[config.mk]
export PLATFORM = sky130hd
export DESIGN_NAME = infix_arithmetic_evaluator_unit_flat
export DESIGN_NICKNAME = d
export VERILOG_FILES = /design/src/rtl/iae_pkg.sv /design/src/rtl/iae_expr_if.sv /design/src/rtl/iae_result_if.sv /design/src/rtl/infix_arithmetic_evaluator_unit.sv /design/src/rtl/iae_ctrl.sv /design/src/rtl/iae_dpath.sv /design/src/flat_wrapper.sv
export SDC_FILE = /design/constraint.sdc
export NUM_CORES = 1
export LEC_CHECK = 0
export ABC_CLOCK_PERIOD_IN_PS = 8700
export BUFFER_PORTS_ARGS = -buffer_cell sky130_fd_sc_hd__buf_2
export CAP_MARGIN = 25
export CORE_ASPECT_RATIO = 0.8
export CORE_MARGIN = 1
export CORE_UTILIZATION = 50
export DETAILED_ROUTE_END_ITERATION = 6
export PLACE_DENSITY = 0.69
export SKIP_LAST_GASP = 1
export SYNTH_ARGS = -nofsm -noshare
export SYNTH_HDL_FRONTEND = slang
export SYNTH_SLANG_ARGS = --single-unit
export TNS_END_PERCENT = 20
[constraint.sdc]
create_clock -name clk -period 8.7 [get_ports clk]
set_input_delay 1.305 -clock clk [delete_from_list [all_inputs] [get_ports clk]]
set_output_delay 1.305 -clock clk [all_outputs]
set_load 0.005 [all_outputs]
[src/rtl/iae_pkg.sv]
`timescale 1ns / 1ps

package iae_pkg;

	localparam int FRAC_BITS   = 16;
	localparam int NUMBER_BITS = 31;
	localparam int CHAR_W      = 8;
	localparam int VALUE_W     = 64;
	localparam int TERM_BITS   = VALUE_W - 1;
	localparam int CNT_W       = $clog2(TERM_BITS);

	localparam logic [VALUE_W-1:0] SMAX = {1'b0, {(VALUE_W-1){1'b1}}};
	localparam logic [VALUE_W-1:0] SMIN = {1'b1, {(VALUE_W-1){1'b0}}};

	localparam logic [CHAR_W-1:0] CH_PLUS  = 8'h2B;
	localparam logic [CHAR_W-1:0] CH_MINUS = 8'h2D;
	localparam logic [CHAR_W-1:0] CH_STAR  = 8'h2A;
	localparam logic [CHAR_W-1:0] CH_SLASH = 8'h2F;
	localparam logic [CHAR_W-1:0] CH_SPACE = 8'h20;
	localparam logic [CHAR_W-1:0] CH_ZERO  = 8'h30;
	localparam logic [CHAR_W-1:0] CH_NINE  = 8'h39;

	typedef enum logic [2:0] {
		CLS_DIGIT = 3'd0,
		CLS_SPACE = 3'd1,
		CLS_MUL   = 3'd2,
		CLS_DIV   = 3'd3,
		CLS_ADD   = 3'd4,
		CLS_SUB   = 3'd5,
		CLS_OTHER = 3'd6
	} cls_t;

	typedef enum logic [1:0] {
		MOP_NONE = 2'd0,
		MOP_MUL  = 2'd1,
		MOP_DIV  = 2'd2
	} mulop_t;

	typedef struct packed {
		logic   digit;
		logic   close_run;
		logic   fold_start;
		mulop_t fold_kind;
		logic   mul_step;
		logic   div_step;
		logic   last_step;
		logic   close_term;
		logic   sub;
		logic   load_out;
		logic   out_err;
		logic   clr_all;
	} dp_cmd_t;

	typedef struct packed {
		logic opnd_zero;
	} dp_stat_t;

	function automatic cls_t classify(input logic [CHAR_W-1:0] c);
		cls_t r;
		if (c >= CH_ZERO && c <= CH_NINE) begin
			r = CLS_DIGIT;
		end else if (c == CH_SPACE) begin
			r = CLS_SPACE;
		end else if (c == CH_STAR) begin
			r = CLS_MUL;
		end else if (c == CH_SLASH) begin
			r = CLS_DIV;
		end else if (c == CH_PLUS) begin
			r = CLS_ADD;
		end else if (c == CH_MINUS) begin
			r = CLS_SUB;
		end else begin
			r = CLS_OTHER;
		end
		return r;
	endfunction

endpackage

[src/rtl/iae_expr_if.sv]
`timescale 1ns / 1ps

interface iae_expr_if;
	import iae_pkg::*;

	logic              valid;
	logic              ready;
	logic [CHAR_W-1:0] char_code;
	logic              end_of_expr;

	modport source (output valid, output char_code, output end_of_expr, input ready);
	modport sink (input valid, input char_code, input end_of_expr, output ready);
endinterface

[src/rtl/iae_result_if.sv]
`timescale 1ns / 1ps

interface iae_result_if;
	import iae_pkg::*;

	logic                      valid;
	logic                      ready;
	logic signed [VALUE_W-1:0] value;
	logic                      div_zero;

	modport source (output valid, output value, output div_zero, input ready);
	modport sink (input valid, input value, input div_zero, output ready);
endinterface

[src/rtl/infix_arithmetic_evaluator_unit.sv]
// channel  | dir | payload                          | handshake
// ---------+-----+----------------------------------+-------------
// expr     | in  | char_code[7:0], end_of_expr      | valid/ready
// result   | out | value[63:0] signed, div_zero     | valid/ready
//
// A digit, space or other character that does not end the expression is handled as
// it is taken. An operator goes through a fold, then any multiply or divide steps of
// the pending term operation (both from one shared shift-and-add/subtract unit),
// then an apply. A final item adds one more fold and apply, then loads the result.
// Reset clears the evaluator state at once; no sweep follows.
// A stalled result holds in the output register while the next expression
// is taken; only loading a new result waits for it to drain.
`timescale 1ns / 1ps

module infix_arithmetic_evaluator_unit (
	input  logic         clk,
	input  logic         arst_n,
	iae_expr_if.sink     expr,
	iae_result_if.source result
);
	import iae_pkg::*;

	dp_cmd_t  cmd;
	dp_stat_t stat;

	iae_ctrl u_ctrl (
		.clk          (clk),
		.arst_n       (arst_n),
		.expr_valid   (expr.valid),
		.expr_ready   (expr.ready),
		.char_code    (expr.char_code),
		.end_of_expr  (expr.end_of_expr),
		.result_valid (result.valid),
		.result_ready (result.ready),
		.stat         (stat),
		.cmd          (cmd)
	);

	iae_dpath u_dpath (
		.clk       (clk),
		.arst_n    (arst_n),
		.char_code (expr.char_code),
		.cmd       (cmd),
		.stat      (stat),
		.value     (result.value),
		.div_zero  (result.div_zero)
	);

endmodule

[src/rtl/iae_ctrl.sv]
`timescale 1ns / 1ps

module iae_ctrl (
	input  logic                     clk,
	input  logic                     arst_n,
	input  logic                     expr_valid,
	output logic                     expr_ready,
	input  logic [iae_pkg::CHAR_W-1:0] char_code,
	input  logic                     end_of_expr,
	output logic                     result_valid,
	input  logic                     result_ready,
	input  iae_pkg::dp_stat_t        stat,
	output iae_pkg::dp_cmd_t         cmd
);
	import iae_pkg::*;

	typedef enum logic [5:0] {
		S_IDLE  = 6'b000001,
		S_FOLD  = 6'b000010,
		S_MUL   = 6'b000100,
		S_DIV   = 6'b001000,
		S_APPLY = 6'b010000,
		S_EMIT  = 6'b100000
	} state_t;

	typedef enum logic [1:0] {
		ACT_MULOP  = 2'd0,
		ACT_ADDSUB = 2'd1,
		ACT_END    = 2'd2
	} act_t;

	state_t           state_q, state_d;
	mulop_t           mulop_q, mulop_d;
	mulop_t           nmulop_q, nmulop_d;
	act_t             act_q, act_d;
	logic             sign_q, sign_d;
	logic             nsign_q, nsign_d;
	logic             err_q, err_d;
	logic             last_q, last_d;
	logic [CNT_W-1:0] cnt_q, cnt_d;
	logic             out_valid_q, out_valid_d;
	logic             accept;
	logic             plain;
	cls_t             cls;

	assign expr_ready   = (state_q == S_IDLE);
	assign result_valid = out_valid_q;
	assign accept       = expr_valid && expr_ready;
	assign cls          = classify(char_code);
	assign plain        = (cls == CLS_DIGIT) || (cls == CLS_SPACE) || (cls == CLS_OTHER);

	always_comb begin
		state_d     = state_q;
		mulop_d     = mulop_q;
		nmulop_d    = nmulop_q;
		act_d       = act_q;
		sign_d      = sign_q;
		nsign_d     = nsign_q;
		err_d       = err_q;
		last_d      = last_q;
		cnt_d       = cnt_q;
		out_valid_d = out_valid_q && !result_ready;
		cmd         = '0;
		unique case (state_q)
			S_IDLE: begin
				if (accept) begin
					last_d = end_of_expr;
					if (err_q) begin
						if (end_of_expr) begin
							state_d = S_EMIT;
						end
					end else begin
						unique case (cls)
							CLS_DIGIT: cmd.digit = 1'b1;
							CLS_OTHER: cmd.close_run = 1'b1;
							CLS_MUL, CLS_DIV: begin
								act_d    = ACT_MULOP;
								nmulop_d = (cls == CLS_MUL) ? MOP_MUL : MOP_DIV;
								state_d  = S_FOLD;
							end
							CLS_ADD, CLS_SUB: begin
								act_d   = ACT_ADDSUB;
								nsign_d = (cls == CLS_SUB);
								state_d = S_FOLD;
							end
							default: ;
						endcase
						if (plain && end_of_expr) begin
							act_d   = ACT_END;
							state_d = S_FOLD;
						end
					end
				end
			end
			S_FOLD: begin
				cmd.fold_start = 1'b1;
				cmd.fold_kind  = mulop_q;
				unique case (mulop_q)
					MOP_MUL: begin
						cnt_d   = CNT_W'(NUMBER_BITS - 1);
						state_d = S_MUL;
					end
					MOP_DIV: begin
						if (stat.opnd_zero) begin
							err_d   = 1'b1;
							state_d = S_APPLY;
						end else begin
							cnt_d   = CNT_W'(TERM_BITS - 1);
							state_d = S_DIV;
						end
					end
					default: state_d = S_APPLY;
				endcase
			end
			S_MUL: begin
				cmd.mul_step  = 1'b1;
				cmd.last_step = (cnt_q == '0);
				cnt_d         = cnt_q - CNT_W'(1);
				if (cnt_q == '0) begin
					state_d = S_APPLY;
				end
			end
			S_DIV: begin
				cmd.div_step  = 1'b1;
				cmd.last_step = (cnt_q == '0);
				cnt_d         = cnt_q - CNT_W'(1);
				if (cnt_q == '0) begin
					state_d = S_APPLY;
				end
			end
			S_APPLY: begin
				cmd.sub = sign_q;
				unique case (act_q)
					ACT_MULOP: mulop_d = nmulop_q;
					ACT_ADDSUB: begin
						cmd.close_term = !err_q;
						mulop_d        = MOP_NONE;
						sign_d         = nsign_q;
					end
					default: cmd.close_term = !err_q;
				endcase
				if (act_q == ACT_END) begin
					state_d = S_EMIT;
				end else if (last_q) begin
					if (err_q) begin
						state_d = S_EMIT;
					end else begin
						act_d   = ACT_END;
						state_d = S_FOLD;
					end
				end else begin
					state_d = S_IDLE;
				end
			end
			S_EMIT: begin
				if (!out_valid_q || result_ready) begin
					cmd.load_out = 1'b1;
					cmd.out_err  = err_q;
					cmd.clr_all  = 1'b1;
					mulop_d      = MOP_NONE;
					sign_d       = 1'b0;
					err_d        = 1'b0;
					out_valid_d  = 1'b1;
					state_d      = S_IDLE;
				end
			end
			default: state_d = S_IDLE;
		endcase
	end

	always_ff @(posedge clk or negedge arst_n) begin
		if (!arst_n) begin
			state_q     <= S_IDLE;
			mulop_q     <= MOP_NONE;
			nmulop_q    <= MOP_NONE;
			act_q       <= ACT_MULOP;
			sign_q      <= 1'b0;
			nsign_q     <= 1'b0;
			err_q       <= 1'b0;
			last_q      <= 1'b0;
			cnt_q       <= '0;
			out_valid_q <= 1'b0;
		end else begin
			state_q     <= state_d;
			mulop_q     <= mulop_d;
			nmulop_q    <= nmulop_d;
			act_q       <= act_d;
			sign_q      <= sign_d;
			nsign_q     <= nsign_d;
			err_q       <= err_d;
			last_q      <= last_d;
			cnt_q       <= cnt_d;
			out_valid_q <= out_valid_d;
		end
	end

endmodule

[src/rtl/iae_dpath.sv]
`timescale 1ns / 1ps

module iae_dpath (
	input  logic                              clk,
	input  logic                              arst_n,
	input  logic [iae_pkg::CHAR_W-1:0]        char_code,
	input  iae_pkg::dp_cmd_t                  cmd,
	output iae_pkg::dp_stat_t                 stat,
	output logic signed [iae_pkg::VALUE_W-1:0] value,
	output logic                              div_zero
);
	import iae_pkg::*;

	localparam int NB = NUMBER_BITS;

	logic [NB-1:0]      digit_q;
	logic               nopen_q;
	logic [VALUE_W-1:0] term_q;
	logic [VALUE_W-1:0] sum_q;
	logic [VALUE_W-1:0] acc_q;
	logic               sat_q;
	logic [NB-1:0]      rem_q;
	logic [NB-1:0]      opnd_q;
	logic [VALUE_W-1:0] value_q;
	logic               div_zero_q;

	logic [NB-1:0]      base;
	logic [NB+3:0]      dig_sum;
	logic [NB-1:0]      digit_n;
	logic [VALUE_W:0]   prod;
	logic               sat_n;
	logic [NB:0]        r2;
	logic [NB:0]        diff;
	logic               ge;
	logic [NB-1:0]      rem_n;
	logic [VALUE_W-1:0] quo_n;
	logic [VALUE_W:0]   s65;
	logic [VALUE_W:0]   t65;
	logic [VALUE_W:0]   r65;
	logic [VALUE_W-1:0] sum_n;
	logic [VALUE_W-1:0] x;

	assign base    = nopen_q ? digit_q : '0;
	assign dig_sum = ({4'b0, base} << 3) + ({4'b0, base} << 1) + (NB+4)'(char_code[3:0]);
	assign digit_n = (dig_sum[NB+3:NB] != '0) ? '1 : dig_sum[NB-1:0];

	assign prod  = {acc_q, 1'b0} + (opnd_q[NB-1] ? {1'b0, term_q} : '0);
	assign sat_n = sat_q | prod[VALUE_W] | prod[VALUE_W-1];

	assign r2    = {rem_q, acc_q[TERM_BITS-1]};
	assign diff  = r2 - {1'b0, opnd_q};
	assign ge    = (r2 >= {1'b0, opnd_q});
	assign rem_n = ge ? diff[NB-1:0] : r2[NB-1:0];
	assign quo_n = {acc_q[VALUE_W-2:0], ge};

	assign s65   = {sum_q[VALUE_W-1], sum_q};
	assign t65   = {1'b0, term_q};
	assign r65   = cmd.sub ? (s65 - t65) : (s65 + t65);
	assign sum_n = (r65[VALUE_W] != r65[VALUE_W-1]) ? (r65[VALUE_W] ? SMIN : SMAX)
		: r65[VALUE_W-1:0];

	assign x = VALUE_W'(digit_q) << FRAC_BITS;

	assign stat.opnd_zero = (digit_q == '0);
	assign value          = value_q;
	assign div_zero       = div_zero_q;

	always_ff @(posedge clk or negedge arst_n) begin
		if (!arst_n) begin
			digit_q <= '0;
			nopen_q <= 1'b0;
			term_q  <= '0;
			sum_q   <= '0;
		end else if (cmd.clr_all) begin
			digit_q <= '0;
			nopen_q <= 1'b0;
			term_q  <= '0;
			sum_q   <= '0;
		end else begin
			if (cmd.digit) begin
				digit_q <= digit_n;
				nopen_q <= 1'b1;
			end
			if (cmd.close_run) begin
				nopen_q <= 1'b0;
			end
			if (cmd.fold_start) begin
				digit_q <= '0;
				nopen_q <= 1'b0;
				if (cmd.fold_kind == MOP_NONE) begin
					term_q <= x;
				end
			end
			if (cmd.mul_step && cmd.last_step) begin
				term_q <= sat_n ? SMAX : prod[VALUE_W-1:0];
			end
			if (cmd.div_step && cmd.last_step) begin
				term_q <= {1'b0, quo_n[TERM_BITS-1:0]};
			end
			if (cmd.close_term) begin
				sum_q  <= sum_n;
				term_q <= '0;
			end
		end
	end

	always_ff @(posedge clk) begin
		if (cmd.fold_start) begin
			opnd_q <= digit_q;
			rem_q  <= '0;
			sat_q  <= 1'b0;
			acc_q  <= (cmd.fold_kind == MOP_DIV) ? term_q : '0;
		end
		if (cmd.mul_step) begin
			acc_q  <= prod[VALUE_W-1:0];
			sat_q  <= sat_n;
			opnd_q <= opnd_q << 1;
		end
		if (cmd.div_step) begin
			acc_q <= quo_n;
			rem_q <= rem_n;
		end
		if (cmd.load_out) begin
			value_q    <= cmd.out_err ? '0 : sum_q;
			div_zero_q <= cmd.out_err;
		end
	end

endmodule

[src/flat_wrapper.sv]
// flat-port wrapper written by rule: the top's interface ports become plain ports
module infix_arithmetic_evaluator_unit_flat import iae_pkg::*;
  (clk, arst_n, expr_valid, expr_char_code, expr_end_of_expr, expr_ready, result_valid, result_value, result_div_zero, result_ready);
  iae_expr_if expr_i ();
  iae_result_if result_i ();
  input  logic clk;
  input  logic arst_n;
  input wire logic [$bits(expr_i.valid)-1:0] expr_valid;
  input wire logic [$bits(expr_i.char_code)-1:0] expr_char_code;
  input wire logic [$bits(expr_i.end_of_expr)-1:0] expr_end_of_expr;
  output wire logic [$bits(expr_i.ready)-1:0] expr_ready;
  output wire logic [$bits(result_i.valid)-1:0] result_valid;
  output wire logic [$bits(result_i.value)-1:0] result_value;
  output wire logic [$bits(result_i.div_zero)-1:0] result_div_zero;
  input wire logic [$bits(result_i.ready)-1:0] result_ready;
  assign expr_i.valid = expr_valid;
  assign expr_i.char_code = expr_char_code;
  assign expr_i.end_of_expr = expr_end_of_expr;
  assign expr_ready = expr_i.ready;
  assign result_valid = result_i.valid;
  assign result_value = result_i.value;
  assign result_div_zero = result_i.div_zero;
  assign result_i.ready = result_ready;
  infix_arithmetic_evaluator_unit u_core (.clk(clk), .arst_n(arst_n), .expr(expr_i), .result(result_i));
endmodule
==> Word level (Yosys, flattened, before mapping) <==
Cells that the tools add are included.
{ "word_totals": {"regBits": 375, "latch_bits": 0, "mem_bits_rw": 0, "rom_bits": 0, "input_bits": 13, "output_inout_bits": 67, "wordCells": 205, "n_memories": 0} }
{ "op_classes": {"add_sub_neg": 7, "multipliers": 0, "n_div": 0, "magnitude_cmp": 3, "n_eq_ne": 39, "n_shift": 0, "n_mux": 88, "bitwise_logic": 3, "n_reduce_logical": 44} }
{ "op_table": {"columns": ["operator", "count"], "rows": [
  ["$mux 64", 16],
  ["$mux 31", 10],
  ["$add 65x64->65", 2],
  ["$mux 6", 11],
  ["$mux 65", 1],
  ["$sub 65x64->65", 1],
  ["$eq 8x6->1 const B", 5],
  ["$pmux 6 s2", 3],
  ["$add 34x32->35", 1],
  ["$add 35x4->35", 1],
  ["$ge 32x31->1", 1],
  ["$logic_not 31->1", 1],
  ["$sub 31x31->31", 1],
  ["$pmux 6 s5", 1],
  ["$mux 2", 14],
  ["$mux 3", 7],
  ["$mux 1", 18],
  ["$pmux 2 s2", 4],
  ["$reduce_bool 2->1", 7],
  ["$reduce_and 4->1", 3],
  ["$ne 2x1->1 const B", 5],
  ["$ne 2x2->1 const B", 5],
  ["$reduce_bool 5->1", 2],
  ["$eq 3x3->1 const B", 3],
  ["36 further kinds", 61]
]} }

==> Longest topological paths before layout <==
{ "logic_depth": {"depth_word": 16, "mapped_depth": 27, "mapped_depth_nobuf": 24} }

==> By module <==
From an unflattened synthesis, not the netlist that was laid out.
{ "hier_totals": {"hier_cells": 3314, "area_unflattened_um2": 29676.0} }
{ "modules_own_cells": {"columns": ["mod", "instances", "cells_per_inst", "area_each_um2", "seq_area_each_um2"], "rows": [
  ["iae_dpath", 1, 3152, 28224.6, 9759.4],
  ["iae_ctrl", 1, 162, 1451.4, 576.8]
]} }

==> Worst setup path after synthesis <==
OpenSTA, ideal clock, no wires.
{ "synth_timing": {"kind": "reg-to-reg", "from": "register u_core.u_dpath.term_q[17]", "to": "register u_core.u_dpath.sum_q[10]", "setup_ns": 0.126, "t_arrival_ns": 5.593, "t_required_ns": 8.574, "path_slack_ns": 2.981, "path_stages_with_launch": 26, "n_path_buf": 2, "synth_period_minus_slack_ns": 5.719, "path_cell_list": "dfrtp_1 or3_1 or3_1 or4_4 or2_2 nor2_2 nand3_1 nor3b_1 nor2b_1 a21oi_1 xnor2_1 ha_1 a21o_1 a21o_1 a21o_1 a21oi_1 nor2b_1 o21ai_0 nand2b_1 a211oi_1 o41ai_1 xnor2_1 o21a_1 buf_6 buf_6 a221o_1"} }
{ "synth_between": {"elab_chain_cells": 6, "word_cells_on_any_way": 8, "cone_classes": "add/sub (2); eq/ne (1); mux (5)"} }
{ "synth_lines": {"columns": ["item", "line", "text"], "rows": [
  ["from (decl)", "iae_dpath.sv:18", "logic [VALUE_W-1:0] term_q;"],
  ["from (signal assigned)", "iae_dpath.sv:95", "term_q <= sat_n ? SMAX : prod[VALUE_W-1:0];"],
  ["from (signal assigned)", "iae_dpath.sv:98", "term_q <= {1'b0, quo_n[TERM_BITS-1:0]};"],
  ["$add 65x64->65 or $sub 65x64->65 (tied branches)", "iae_dpath.sv:58", "assign r65 = cmd.sub ? (s65 - t65) : (s65 + t65);"],
  ["$mux 65 (*)", "iae_dpath.sv:58", null],
  ["$mux 64 or $ne 1x1->1 (tied branches)", "iae_dpath.sv:59", "assign sum_n = (r65[VALUE_W] != r65[VALUE_W-1]) ? (r65[VALUE_W] ? SMIN : SMAX)"],
  ["$mux 64 (*)", "iae_dpath.sv:59", null],
  ["$mux 64 (*)", "iae_dpath.sv:100", "if (cmd.close_term) begin"],
  ["$mux 64 (*)", "iae_dpath.sv:74", "end else if (cmd.clr_all) begin"],
  ["to (signal assigned)", "iae_dpath.sv:101", "sum_q <= sum_n;"],
  ["to (decl)", "iae_dpath.sv:19", "logic [VALUE_W-1:0] sum_q;"]
]} }
Every way passes the cells marked *; elsewhere a longest branch is shown, timed or not. The select of a mux whose other input is x is not followed.
A chain may end at the register's enable or synchronous reset.

==> Final worst setup path <==
{ "layout_timing": {"from": "register u_core.u_dpath.term_q[17]", "to": "register u_core.u_dpath.sum_q[19]"} }
The elaborated chain is that of the path after synthesis.

==> results.md <==
- Rows: 78
- Initial DRC count: 2494
- Worst-margin pin slew: 1.05 ns
- Max clock buf depth: 3
- DPL Wire Length: ~60000 um
- CP endpoint kind: register
- Met3 Use GR: 5.03%
- Largest cells by area after synthesis: edfxtp_1 20%, dfrtp_1 16%, ha_1 9.8%
- FF+latch count, synth: about 380
- Largest net degree at the start of global routing: around 120
- Number of synthesized flops with an enable pin: ~190
- Port Buf Inserts: between 70 and 80
- CTS hold repair buffers: 0
- DR vias: 25500
- Core ar.: around 57000 um2
- GRT met1 Usage: ~42%
- Asr flop ratio synth: between 40 and 50%
- H-tree levels: 2
- Final setup viols: 0
- Mapped Nets: between 3000 and 4000
- Max-cap viol count: 0
- First-pass GRT wire length: ~130000 um
- Die Width: around 270 um
- Die ar.: 58500 um2
- Critical path required time: between 9 and 10 ns
- Area growth syn-to-layout: 8.45%
- Crit start category: register
- Slew headroom: just over 30%
- Initial Utilization: approximately 51%
- Top-count cell post-synth: a21oi_1
- Average wire per standard cell: roughly 22 um
- Setup CP Type: register to register
- Post-synthesis cell area: 28800 um2
- Total track usage: between 20% and 30%
- WP data arrival: about 7.7 ns
- HP Class: register to register
- Vias in the first global route: 24200
- Final Max Tran Viols: 0
- CTS Buf Count: 45
- Num ports: 80
- Status: finished clean
- Final TNS setup: 0 ns
- Drt drc: 0
- Clk_skew: roughly 0.023 ns
- Unrepaired setup endpoints after global routing: false
- Hold Fails Final Rpt: 0
- GR Util met2: 43.0%
- Avg Cell Area, Syn: 8.97 um2
- RD Place Congestion: about 0.98
- Final nets: 3431
- ANT cells: 0
- Root buf cell: clkbuf_16
- Vias per inst: between 6 and 7
- Main synth FF type: edfxtp_1
- Clk slew on worst S/H paths: 0.06 ns
- Grt ovf: 0
- Initial antenna violation count: 1
- Final ANT Viol Nets: 0
- Drt pass-1 iters: 5
- Post-synth top area share: about a fifth
- Final wirelength: between 80000 and 90000 um
- Layout cell share with drive strength beyond 1: under 10%
- Period utilization: slightly above 80%
- Tmin final: around 7.2 ns
- Crit-path max FO: 42
- Fmax: 139 MHz
- Synth area leader: edfxtp_1
- Synth Instances: about 3200
- Die Y: about 220 um
- Sequential share of the synthesized area: ~36%
- Synth unique cells: 88
- Post-CTS setup buffer count: 0
- Post-CTS Resized: 0
- Gr busiest metal: met2
- Yosys warnings: 0
- Clk Latency, worst-skew pair: 0.60 ns
- Synth top cells by count: 326 x a21oi_1, 260 x nand2_1, 232 x o21ai_0, 225 x ha_1, 207 x nor2_1
- Clock Sinks: about 380
- CTS tree: built
area by class of cell:
class,count,area (um2)
timing repair buffer,113,699
multi-input combinational,2559,17400
clock inverter,22,180
clock buffer,62,1270
fill,5202,25600
inverter,94,353
sequential,375,10300
tap,760,951
critical path, stage by stage, from the launching register on:
cell,delay (ns)
dfrtp_1,0.44
or3_1,0.40
or3_1,0.33
or4_4,0.50
or2_2,0.35
nor2_2,0.27
nand3_1,0.18
nor3b_1,0.46
nor2b_1,0.41
a21oi_1,0.14
xnor2_1,0.15
ha_1,0.39
a21o_1,0.19
a21o_1,0.17
a21o_1,0.18
a21oi_1,0.16
nor2b_1,0.06
o21ai_0,0.17
nand2b_1,0.08
a211oi_1,0.22
o41ai_1,0.13
xnor2_1,0.30
o21a_2,0.80
buf_4,0.39
a221o_1,0.19
state kept, by name, summed over array words and instances (netlist names):
| signal | count |
|---|---|
| u_core.u_dpath.sum_q | 64 |
| u_core.u_dpath.acc_q | 64 |
| u_core.u_dpath.digit_q | 31 |
| u_core.u_ctrl.act_q | 2 |
| u_core.u_ctrl.sign_q | 1 |
| u_core.u_ctrl.result_valid | 1 |
| u_core.u_dpath.div_zero | 1 |
| u_core.u_ctrl.nsign_q | 1 |
| u_core.u_dpath.opnd_q | 31 |
| u_core.u_dpath.value | 64 |
| u_core.u_ctrl.mulop_q | 2 |
| u_core.u_ctrl.err_q | 1 |
| u_core.u_ctrl.last_q | 1 |
| u_core.u_ctrl.cnt_q | 6 |
| u_core.u_ctrl.nmulop_q | 2 |
| u_core.u_dpath.rem_q | 31 |
| u_core.u_dpath.term_q | 64 |
| u_core.u_ctrl.state_q | 6 |
| u_core.u_dpath.nopen_q | 1 |
| u_core.u_dpath.sat_q | 1 |
layer usage:
layer / wire length [um] / part of all wire [%] / vias up
met4: 2660 / 3.1 / 0
met3: 7250 / 8.4 / 150
met1: 39700 / 46 / 12300
met5: 0 / 0 / -
li1: - / - / 11900
met2: 36300 / 42 / 1099
kinds of logic (layout without fill, tap and decap cells):
family	count (synthesis)	after routing	synth area share, %
AO/OA/AOI/OAI	1075	1075	24.5
XOR/XNOR	237	237	7.21
AND/OR/NAND/NOR	982	982	17.2
flip-flops	375	375	35.9
adder cells (fa/ha/maj)	230	230	10.1
buffers and inverters	275	291	3.83
multiplexers	35	35	1.24
path summary, 6_finish.rpt:
| kind | startpoint | to | slack (ns) | cells after the start |
|---|---|---|---|---|
| min in group asynchronous | arst_n | u_core.u_dpath.sum_q[51] | 0.66 | 1 |
| worst max-delay path | u_core.u_dpath.term_q[17] | u_core.u_dpath.sum_q[19] | 1.52 | 24 |
| worst min-delay path | u_core.u_ctrl.cnt_q[0] | u_core.u_ctrl.cnt_q[0] | 0.51 | 1 |
| worst max register to register | u_core.u_dpath.term_q[17] | u_core.u_dpath.sum_q[19] | 1.52 | 24 |
| worst min register to register | u_core.u_ctrl.cnt_q[0] | u_core.u_ctrl.cnt_q[0] | 0.51 | 1 |
| max in group asynchronous | arst_n | u_core.u_ctrl.cnt_q[3] | 6.35 | 3 |
layout by cell type (no fill, tap or decap), types with 47 or more instances in the layout:
| cell type | instances |
|---|---|
| inv_1 | 93 |
| nand2_1 | 259 |
| nor2_1 | 202 |
| ha_1 | 225 |
| xor2_1 | 114 |
| o21ai_0 | 232 |
| nand3_1 | 69 |
| edfxtp_1 | 191 |
| a221o_1 | 97 |
| a21o_1 | 93 |
| clkbuf_16 | 47 |
| a22oi_1 | 53 |
| dfrtp_1 | 182 |
| xnor2_1 | 123 |
| buf_2 | 78 |
| and2_1 | 172 |
| a21oi_1 | 325 |
metrics by stage:
stage	hold slack (ns)	cell area [um2]	util (%)	worst slack, ns	instances
finish	0.513	31200	55.0	1.52	3985
global route	0.541	31200	55.0	1.15	3985
CTS	0.516	31200	54.9	1.51	3984
detailed placement	0.499	29700	52.3	1.51	3900
global placement	0.492	29700	52.3	1.67	3898
floorplan	0.451	28800	-	2.98	3209
Power is not shown: default switching activity piles up to over one toggle a cycle in this logic, so the estimate is an artifact.
